--- src/design/rdnfa_pkg.sv ---
// Shared types and constants for the dot-star automaton matcher.
`default_nettype none

package rdnfa_pkg;

  // Atom slots held in the two pattern registers.
  localparam int ATOM_SLOTS  = 16;
  localparam int ATOM_W      = 6;
  localparam int CODE_W      = 5;
  localparam int SYM_W       = 5;
  localparam int COUNT_W     = 5;
  localparam int ATOM_BANK_W = 48;
  localparam int CFG_DATA_W  = 48;
  localparam int CFG_IDX_W   = 2;

  localparam int DEFAULT_MAX_ATOMS = 16;

  localparam logic [CODE_W-1:0] LAST_LETTER = 5'd25;
  localparam logic [CODE_W-1:0] ANY_CODE    = 5'd26;

  // Register indexes on the configuration port.
  localparam logic [CFG_IDX_W-1:0] REG_ATOM_COUNT = 2'd0;
  localparam logic [CFG_IDX_W-1:0] REG_ATOMS_LOW  = 2'd1;
  localparam logic [CFG_IDX_W-1:0] REG_ATOMS_HIGH = 2'd2;

  // Signals one cell hands to the next position.
  typedef struct packed {
    logic cur;  // current set closed over a starred atom
    logic adv;  // plain atom consumed the symbol
    logic set;  // new set closed over a starred atom
  } rdnfa_link_t;

  typedef struct packed {
    logic alive;
    logic matched;
  } rdnfa_result_t;

endpackage

`default_nettype wire

--- src/design/rdnfa_cell.sv ---
// One pattern position of the automaton: state bit, atom test and closure links.
`default_nettype none

module rdnfa_cell (
  input  logic [rdnfa_pkg::ATOM_W-1:0] atom,
  input  logic                         en,       // an atom follows this position
  input  logic                         in_range, // position is within the pattern
  input  logic                         is_last,  // position equals the atom count
  input  logic                         restart,
  input  logic                         seed,     // start bit for a new text
  input  logic [rdnfa_pkg::SYM_W-1:0]  symbol,
  input  logic                         state_bit,
  input  rdnfa_pkg::rdnfa_link_t       link_in,
  output rdnfa_pkg::rdnfa_link_t       link_out,
  output logic                         set_bit,
  output logic                         match_bit
);
  import rdnfa_pkg::*;

  logic [CODE_W-1:0] code;
  logic              star;
  logic              hit;
  logic              cur;
  logic              pre;
  logic              set_raw;

  assign code = atom[CODE_W-1:0];
  assign star = atom[ATOM_W-1];
  assign hit  = (code == ANY_CODE) || ((code <= LAST_LETTER) && (code == symbol));

  // Stored set, closed again here in case the pattern changed since it was kept.
  assign cur = state_bit | link_in.cur;

  assign pre     = restart ? seed : ((cur & en & hit & star) | link_in.adv);
  assign set_raw = pre | link_in.set;

  assign link_out.cur = cur & en & star;
  assign link_out.adv = cur & en & hit & ~star;
  assign link_out.set = set_raw & en & star;

  assign set_bit   = set_raw & in_range;
  assign match_bit = set_raw & is_last;

endmodule

`default_nettype wire

--- src/design/rdnfa_out_buf.sv ---
// Result register with a skid entry so the input side keeps moving under stalls.
`default_nettype none

module rdnfa_out_buf (
  input  logic                     clk,
  input  logic                     rst,
  input  logic                     in_valid,
  output logic                     in_ready,
  input  rdnfa_pkg::rdnfa_result_t in_data,
  output logic                     out_valid,
  input  logic                     out_ready,
  output rdnfa_pkg::rdnfa_result_t out_data
);
  import rdnfa_pkg::*;

  logic          skid_valid;
  rdnfa_result_t skid_data;
  logic          push;
  logic          out_free;

  assign in_ready = ~skid_valid;
  assign push     = in_valid & in_ready;
  assign out_free = ~out_valid | out_ready;

  always_ff @(posedge clk) begin
    if (rst) begin
      out_valid  <= 1'b0;
      skid_valid <= 1'b0;
    end else if (out_free) begin
      if (skid_valid) begin
        out_valid  <= 1'b1;
        skid_valid <= 1'b0;
      end else begin
        out_valid <= push;
      end
    end else if (push) begin
      skid_valid <= 1'b1;
    end
  end

  always_ff @(posedge clk) begin
    if (out_free) begin
      out_data <= skid_valid ? skid_data : in_data;
    end
    if (push && !out_free) begin
      skid_data <= in_data;
    end
  end

  a_skid_needs_out: assert property (@(posedge clk) disable iff (rst)
    skid_valid |-> out_valid)
    else $error("skid entry held while output register is empty");

  a_stall_fills_skid: assert property (@(posedge clk) disable iff (rst)
    (push && out_valid && !out_ready) |=> skid_valid)
    else $error("word accepted under stall was not kept in the skid entry");

  a_skid_drains_first: assert property (@(posedge clk) disable iff (rst)
    (skid_valid && out_ready) |=> (out_valid && !skid_valid))
    else $error("skid entry did not move to the output register");

endmodule

`default_nettype wire

--- src/design/regex_dot_star_nfa_matcher_core.sv ---
// Top level of the streaming dot-star pattern matcher built as a row of position cells.
//
//  channel  direction  contents
//  s_*      in         tuser: mode (1 = new text); tdata[4:0]: symbol
//  m_*      out        tdata[0]: matched, tdata[1]: alive
//  cfg_*    in         cfg_index selects atom_count, atoms_low or atoms_high
//
// One word per cycle while s_tready is high: each accepted word updates the active
// set in the same cycle through the cell row, whose two closure ripples set the
// critical path. Results leave through the registered output buffer on m_*.
// Reset leaves only position zero active and clears all configuration.
// A two-entry output buffer keeps s_tready high across a single stalled result.
`default_nettype none

module regex_dot_star_nfa_matcher_core #(
  parameter int MAX_ATOMS = rdnfa_pkg::DEFAULT_MAX_ATOMS
) (
  input  logic                             clk,
  input  logic                             rst,
  input  logic                             s_tvalid,
  output logic                             s_tready,
  input  logic [7:0]                       s_tdata,   // [4:0] symbol
  input  logic                             s_tuser,   // [0] mode
  output logic                             m_tvalid,
  input  logic                             m_tready,
  output logic [7:0]                       m_tdata,   // [0] matched, [1] alive
  input  logic                             cfg_we,
  input  logic [rdnfa_pkg::CFG_IDX_W-1:0]  cfg_index,
  input  logic [rdnfa_pkg::CFG_DATA_W-1:0] cfg_data
);
  import rdnfa_pkg::*;

  localparam int NUM_ATOMS = (MAX_ATOMS < ATOM_SLOTS) ? MAX_ATOMS : ATOM_SLOTS;
  localparam int NUM_POS   = NUM_ATOMS + 1;

  logic [COUNT_W-1:0]     atom_count;
  logic [ATOM_BANK_W-1:0] atoms_low;
  logic [ATOM_BANK_W-1:0] atoms_high;
  logic [NUM_POS-1:0]     active;

  logic [COUNT_W-1:0]            used;
  logic [2*ATOM_BANK_W-1:0]      atoms_all;
  rdnfa_link_t [NUM_POS:0]       links;
  logic [NUM_POS-1:0]            set_bits;
  logic [NUM_POS-1:0]            match_bits;
  logic                          accept;
  rdnfa_result_t                 result;
  rdnfa_result_t                 out_result;

  always_ff @(posedge clk) begin
    if (rst) begin
      atom_count <= '0;
      atoms_low  <= '0;
      atoms_high <= '0;
    end else if (cfg_we) begin
      unique case (cfg_index)
        REG_ATOM_COUNT: atom_count <= cfg_data[COUNT_W-1:0];
        REG_ATOMS_LOW:  atoms_low  <= cfg_data[ATOM_BANK_W-1:0];
        REG_ATOMS_HIGH: atoms_high <= cfg_data[ATOM_BANK_W-1:0];
        default: ;
      endcase
    end
  end

  assign used      = (atom_count > COUNT_W'(NUM_ATOMS)) ? COUNT_W'(NUM_ATOMS) : atom_count;
  assign atoms_all = {atoms_high, atoms_low};
  assign links[0]  = '0;

  genvar i;
  generate
    for (i = 0; i < NUM_POS; i++) begin : g_pos
      logic [ATOM_W-1:0] atom;
      if (i < NUM_ATOMS) begin : g_atom
        assign atom = atoms_all[i*ATOM_W +: ATOM_W];
      end else begin : g_end
        assign atom = '0;
      end

      rdnfa_cell u_cell (
        .atom      (atom),
        .en        (COUNT_W'(i) < used),
        .in_range  (COUNT_W'(i) <= used),
        .is_last   (COUNT_W'(i) == used),
        .restart   (s_tuser),
        .seed      (i == 0),
        .symbol    (s_tdata[SYM_W-1:0]),
        .state_bit (active[i]),
        .link_in   (links[i]),
        .link_out  (links[i+1]),
        .set_bit   (set_bits[i]),
        .match_bit (match_bits[i])
      );
    end
  endgenerate

  assign accept         = s_tvalid & s_tready;
  assign result.matched = |match_bits;
  assign result.alive   = |set_bits;

  always_ff @(posedge clk) begin
    if (rst) begin
      active <= NUM_POS'(1);
    end else if (accept) begin
      active <= set_bits;
    end
  end

  rdnfa_out_buf u_out_buf (
    .clk       (clk),
    .rst       (rst),
    .in_valid  (s_tvalid),
    .in_ready  (s_tready),
    .in_data   (result),
    .out_valid (m_tvalid),
    .out_ready (m_tready),
    .out_data  (out_result)
  );

  assign m_tdata = {6'b0, out_result.alive, out_result.matched};

  a_restart_seeds: assert property (@(posedge clk) disable iff (rst)
    (accept && s_tuser) |=> active[0])
    else $error("new text did not activate position zero");

  a_word_gives_result: assert property (@(posedge clk) disable iff (rst)
    accept |=> m_tvalid)
    else $error("accepted word produced no result");

  a_restart_alive: assert property (@(posedge clk) disable iff (rst)
    (accept && s_tuser) |-> result.alive)
    else $error("new text reported no live position");

endmodule

`default_nettype wire
--- config.mk ---
export PLATFORM = sky130hd
export DESIGN_NAME = regex_dot_star_nfa_matcher_core
export DESIGN_NICKNAME = d
export VERILOG_FILES = /design/src/design/rdnfa_pkg.sv /design/src/design/rdnfa_cell.sv /design/src/design/rdnfa_out_buf.sv /design/src/design/regex_dot_star_nfa_matcher_core.sv
export SDC_FILE = /design/constraint.sdc
export NUM_CORES = 1
export LEC_CHECK = 0
export ABC_AREA = 1
export BUFFER_PORTS_ARGS = -buffer_cell sky130_fd_sc_hd__buf_2
export CORE_ASPECT_RATIO = 0.9
export CORE_UTILIZATION = 55
export DETAILED_ROUTE_END_ITERATION = 12
export PLACE_DENSITY = 0.75
export SLEW_MARGIN = 20
export SYNTH_ARGS = -nofsm -noshare
export SYNTH_HDL_FRONTEND = slang
export SYNTH_SLANG_ARGS = --single-unit
--- constraint.sdc ---
create_clock -name clk -period 5.9 [get_ports clk]
set_clock_uncertainty 0.15 [all_clocks]
set_input_delay 0.295 -clock clk [delete_from_list [all_inputs] [get_ports clk]]
set_output_delay 0.295 -clock clk [all_outputs]
set_load 0.02 [all_outputs]
==> results.toml, run 1 <==
[detailed_routing]
ant_nets = 0
drtIter0Drc = 550
first_pass_iters = 5
routed_wl_mm = 18.1
vias_per_cell = 5.46
wire_per_inst_um = 14.6
vias = 6749
drc_errors = 0

[clock_tree]
clkSinkCount = 123
cts_setup_buffers = 0
ctsHoldBuffers = 26
clkLatencyLatePin_ns = 0.42
cts.htree.levels = 4
post_cts_resized = 0
cts_buffer_depth = 2
numCtsBuffers = 17
path_clk_slew_ns = 0.05
cts_tree = "done"
cts_root_buf = "clkbuf_16"

[job]
timing.max_cap.violations = 0

[placed_design]
port_buffers = 64
place.gp.congestion = 0.890
dp.final_hpwl_mm = 11.9

[power_and_ir_drop]
ir_drop_uv = 199
p_leak_nw = 3.52
powerDensity_mw_per_mm2 = 275

[cells_and_area]
areaGrowthSynthToFinish_pct = 16.6
fill_cells = 1131
nets = 1128
drive_gt1_share_pct = 13.5
antenna_cells = 0
seq_area_mm2 = 0.00250
multi_input_area_mm2 = 0.00366
final_util_pct = 65.9

[timing]
max-slew-margin-rel_pct = 33.8
worst_pin_slew_ns = 0.991
setup_viol = 0
slew_viol_final = 0
fmax_mhz = 216
rsz0062_at_grt = "false"
fin_tns_setup_ns = 0
period_minus_slack_ns = 4.63
fin_crit_sh_pct = 78.6
finalHoldViolCount = 0

[global_routing]
antenna_found_initial = 0
grt_max_degree = 102
globalRouteOverflowTotal = 0
grt_pass1_vias = 6333
grt_pass1_wl_mm = 30.1
grt.total_usage_pct = 29.9

[synth]
ys_seq_area_share_pct = 36.7
syn_area_mm2 = 0.00682
synth.avg_cell_area_um2 = 6.82
syn_inst = 1001
ys_types = 42
synth_seq_cells = 123
yosysWarnings = 0

[setup_path]
reg2reg_depth = 40
cp-start-kind = "register"
critical_path_peak_fanout = 8
max_stage_delay_ns = 0.51
cp-end-kind = "register"
arrival_ns = 4.77
cp_common_cell = "nand2_1"
required_ns = 6.03
slowest_stage = "dfxtp_1"
crit_type = "register to register"

[floorplanning]
io_pins = 74
initial_core_util_pct = 56.5
core_area_mm2 = 0.0121
die_w_um = 119
fp.dieH_um = 108
rows = 38
dieArea_mm2 = 0.0129

[status]
status = "finished, final reports clean"

[hold_path]
hp-class = "input port to register"
hold_depth = 3
==> synth_stat cells (all sizes together) <==
| library cell | number | area (um^2) |
|---|---|---|
| o32ai | 6 | 52.6 |
| a21oi | 64 | 324 |
| clkinv | 2 | 7.51 |
| o221ai | 5 | 43.8 |
| edfxtp | 4 | 120 |
| inv | 105 | 399 |
| nor2 | 186 | 713 |
| and3 | 1 | 7.51 |
| or3 | 1 | 6.26 |
| nand4 | 26 | 163 |
| or3b | 1 | 8.76 |
| xor2 | 26 | 228 |
| nand3 | 59 | 360 |
| o41ai | 3 | 26.3 |
| buf | 15 | 113 |
| nor4 | 2 | 12.5 |
| nor3 | 16 | 80.1 |
| o22ai | 9 | 56.3 |
| conb | 1 | 3.75 |
| a32o | 3 | 30.0 |
| o31ai | 1 | 7.51 |
| nand3b | 2 | 15.0 |
| o21ai | 149 | 746 |
| nand2 | 130 | 551 |
| xnor2 | 20 | 175 |
| or2 | 2 | 12.5 |
| clkbuf | 41 | 164 |
| a31oi | 1 | 6.26 |
| dfxtp | 119 | 2380 |
| o2111ai | 1 | 8.76 |
==> sequential cells by signal, summed over array words and instances, names as in the netlist <==
signal                count
u_out_buf.skid_data       2
u_out_buf.out_data        2
atoms_high               48
active                   16
u_out_buf.skid_valid      1
atoms_low                48
u_out_buf.out_valid       1
atom_count                5
==> cell usage in the layout (no fill, tap or decap), types with 6 or more instances in the layout <==
cell type      count
nand2_2           19
inv_1             99
nor2_1           184
o22ai_1            9
conb_1             6
o21ai_0          146
nand3_2           14
nand3_1           45
o32ai_1            6
a21oi_1           63
xnor2_1           20
buf_2             64
nand4_1           26
nor3_1            16
nand2_1          109
xor2_1            26
clkbuf_16         17
dfxtp_1          119
dlygate4sd3_1     26
==> cell families after synthesis <==
family | share of synthesized area (%)
DFF | 36.7
xor gates and xnor gates | 5.91
AOI/OAI and AO/OA | 19.1
buffers and inverters | 10.0
other | 0.0550
and+or+nand+nor | 28.3
==> worst paths after layout <==
kind / startpoint / endpoint / slack, ns
worst max-delay path: atom_count[4] / u_out_buf.out_data[1] / 1.27
worst min-delay path: cfg_data[41] / atoms_low[41] / 0.006
worst max register to register: atom_count[4] / u_out_buf.out_data[1] / 1.27
worst min register to register: atoms_high[30] / atoms_high[30] / 0.34
==> worst max-delay path, delay by kind of cell (launching register included) <==
kind / cells / cell delay (ns)
flops: 1 / 0.51
compound gates: 1 / 0.13
buf+inv: 1 / 0.21
simple gates: 38 / 3.49
==> metrics by stage <==
stage	instance area, um^2	instances	setup slack, ns	hold WS [ns]	total power, mW
finish	7960	1237	1.27	0.00630	2.19
global route	7960	1237	0.679	0.0197	2.28
CTS	7960	1237	1.34	0.00324	2.19
detailed placement	7130	1179	1.22	0.333	1.19
global placement	7130	1179	1.28	0.330	1.19
floorplan	6840	1006	2.24	0.280	1.12
==> cell type report <==
type	count	area share, %
Inverter	107	5.11
Clock buffer	25	6.35
Tap cell	160	2.52
Clock inverter	7	0.786
Timing Repair Buffer	95	7.77
Multi-Input combinational cell	720	46.0
Sequential cell	123	31.5
==> power breakdown <==
part / total [mW] / internal (mW) / switching, mW / leakage (nW)
Sequential: 0.919 / 0.881 / 0.0381 / 1.01
Clock: 0.994 / 0.631 / 0.363 / 0.283
Combinational: 0.275 / 0.102 / 0.173 / 2.23
Total: 2.19 / 1.61 / 0.574 / 3.52
==> metal layers <==
metal	vias to the layer above	global-route usage, %	wire length (um)
met5	-	0	0
met4	0	16.8	717
met3	48	5.24	1160
met2	258	47.1	7840
met1	3018	38.9	8340
li1	3425	-	-
No activity file was read; power rests on OpenSTA's default activity.
==> run 2, diff against run 1 <==
==> constraint.sdc (replaced) <==
create_clock -name clk -period 4.8 [get_ports clk]
set_clock_uncertainty 0.15 [all_clocks]
set_input_delay 0.24 -clock clk [delete_from_list [all_inputs] [get_ports clk]]
set_output_delay 0.24 -clock clk [all_outputs]
set_load 0.02 [all_outputs]
==> run 2 against run 1 <==
Against the previous run: global-route usage fell by 0.26 points; core utilization rose by 3.3 points; clock-buffer cell count fell by 1; cell count rose by 3.0%; clock power rose by 33%; power rose by 28%; via count rose by 3.0%; highest routed layer unchanged; wire length rose by 1.5%; setup slack got worse by 0.85 ns; first-iteration DRC count rose by 11%.
==> results.toml, run 2 (synthesis results as in run 1) <==
[timing]
fin_tns_setup_ns = 0
fmax_mhz = 228
finalHoldViolCount = 0
hold_ws_ns = 0.0448
worst_pin_slew_ns = 1.04
max-slew-margin-rel_pct = 30.3
worst_slack_ns = 0.418
slew_viol_final = 0
setup_viol = 0
period_minus_slack_ns = 4.38
fin_crit_sh_pct = 91.3

[setup_path]
path_delay_family = "simple AND/OR/NAND/NOR gates"
crit_type = "register to register"
cp-end-kind = "register"
cp-start-kind = "register"
critical_path_peak_fanout = 4
cp_num_buf_inv = 0
reg2reg_slack_ns = 0.42
required_ns = 4.94
cp_common_cell = "nand2_2"
slowest_stage = "dfxtp_1"
arrival_ns = 4.52
max_stage_delay_ns = 0.39

[floorplanning]
fp.dieH_um = 108
rows = 38
die_w_um = 119
initial_core_util_pct = 56.5
core_area_mm2 = 0.0121
io_pins = 74
dieArea_mm2 = 0.0129

[detailed_routing]
vias_per_cell = 5.46
drtIter0Drc = 613
drc_errors = 0
vias = 6953
ant_nets = 0
first_pass_iters = 5
wire_per_inst_um = 14.4
routed_wl_mm = 18.3

[cells_and_area]
final_common_cell = "nor2_1"
reg_top3 = "atoms_high (48), atoms_low (48), active (16)"
final_cell_mix = "nor2_1 (184), o21ai_0 (146), dfxtp_1 (115)"
areaGrowthSynthToFinish_pct = 22.5
nets = 1165
finalInstanceArea_mm2 = 0.00836
antenna_cells = 0
final_util_pct = 69.2
fill_cells = 1072
drive_gt1_share_pct = 15.2

[placed_design]
placed_area_mm2 = 0.00720
place_ws_ns = 0.375
port_buffers = 64
dp.final_hpwl_mm = 12.4
place.gp.congestion = 0.905

[clock_tree]
clkSinkCount = 123
cts_buffer_depth = 2
cts.htree.levels = 4
cts_tree = "done"
clkLatencyLatePin_ns = 0.42
cts_root_buf = "clkbuf_16"
path_clk_slew_ns = 0.06
numCtsBuffers = 17

[global_routing]
grt_pass1_wl_mm = 29.5
antenna_found_initial = 0
grt_pass1_vias = 6057
grt_max_degree = 58
globalRouteOverflowTotal = 0
grt.total_usage_pct = 29.7

[power_and_ir_drop]
powerDensity_mw_per_mm2 = 336
ir_drop_uv = 247
p_int_mw = 2.10
p_leak_nw = 3.71
p_switching_mw = 0.713
power_frac_seq_pct = 40.2
comb_power_share_pct = 12.9
clockPowerShare_pct = 46.9
switching_share_pct = 25.4

[job]
timing.max_cap.violations = 0

[status]
status = "finished, final reports clean"

[hold_path]
hp-class = "input port to register"
-- run 2: final cells by class --
type	instances	area, um^2	area share (%)
multi-input combinational	720	3670	44.0
sequential	123	2510	30.1
timing repair buffer	132	953	11.4
clock buffer	24	492	5.88
inverter	107	410	4.91
tap	160	200	2.40
clock inverter	8	115	1.38
-- run 2: power groups by stage --
stage / Clock [mW] / Combinational, mW / Sequential (mW)
floorplan: 0 / 0.236 / 1.14
global placement: 0 / 0.316 / 1.15
detailed placement: 0 / 0.321 / 1.15
CTS: 1.33 / 0.353 / 1.13
global route: 1.38 / 0.404 / 1.14
finish: 1.32 / 0.362 / 1.13
-- run 2: worst paths after layout --
kind                  from                    end  cells after the start
min reg2reg  atoms_high[7]          atoms_high[7]                      2
max reg2reg   atoms_low[4]  u_out_buf.out_data[1]                     39
min               m_tready   u_out_buf.skid_valid                      4
max           atoms_low[4]  u_out_buf.out_data[1]                     39
-- run 2: what timing repair did --
| item | CTS | global route |
|---|---|---|
| setup buffers | 0 | 4 |
| hold buffers | 49 | 0 |
| setup endpoints to repair | 0 | 5 |
| resized for setup | 0 | 12 |
| endpoints found under the hold margin | 95 | 0 |
-- run 2: per-stage QoR --
stage	total power [mW]	cells
6_report	2.81	1274
5_1_grt	2.92	1274
4_1_cts	2.81	1270
3_5_place_dp	1.47	1189
3_3_place_gp	1.46	1189
2_1_floorplan	1.38	1006
-- run 2: per-layer routing --
metal	vias up	part of all wire (%)	routed length [um]	global-route usage, %
met5	-	0	0	0
li1	3509	-	-	-
met2	244	44	8080	47.1
met1	3168	47	8540	39.4
met3	32	6.9	1260	6.78
met4	0	2.5	458	10.8
-- run 2: worst register-to-register path: cells and delay by family (launching register included) --
family	cells	cell delay (ns)
flops	1	0.39
simple gates	39	3.73
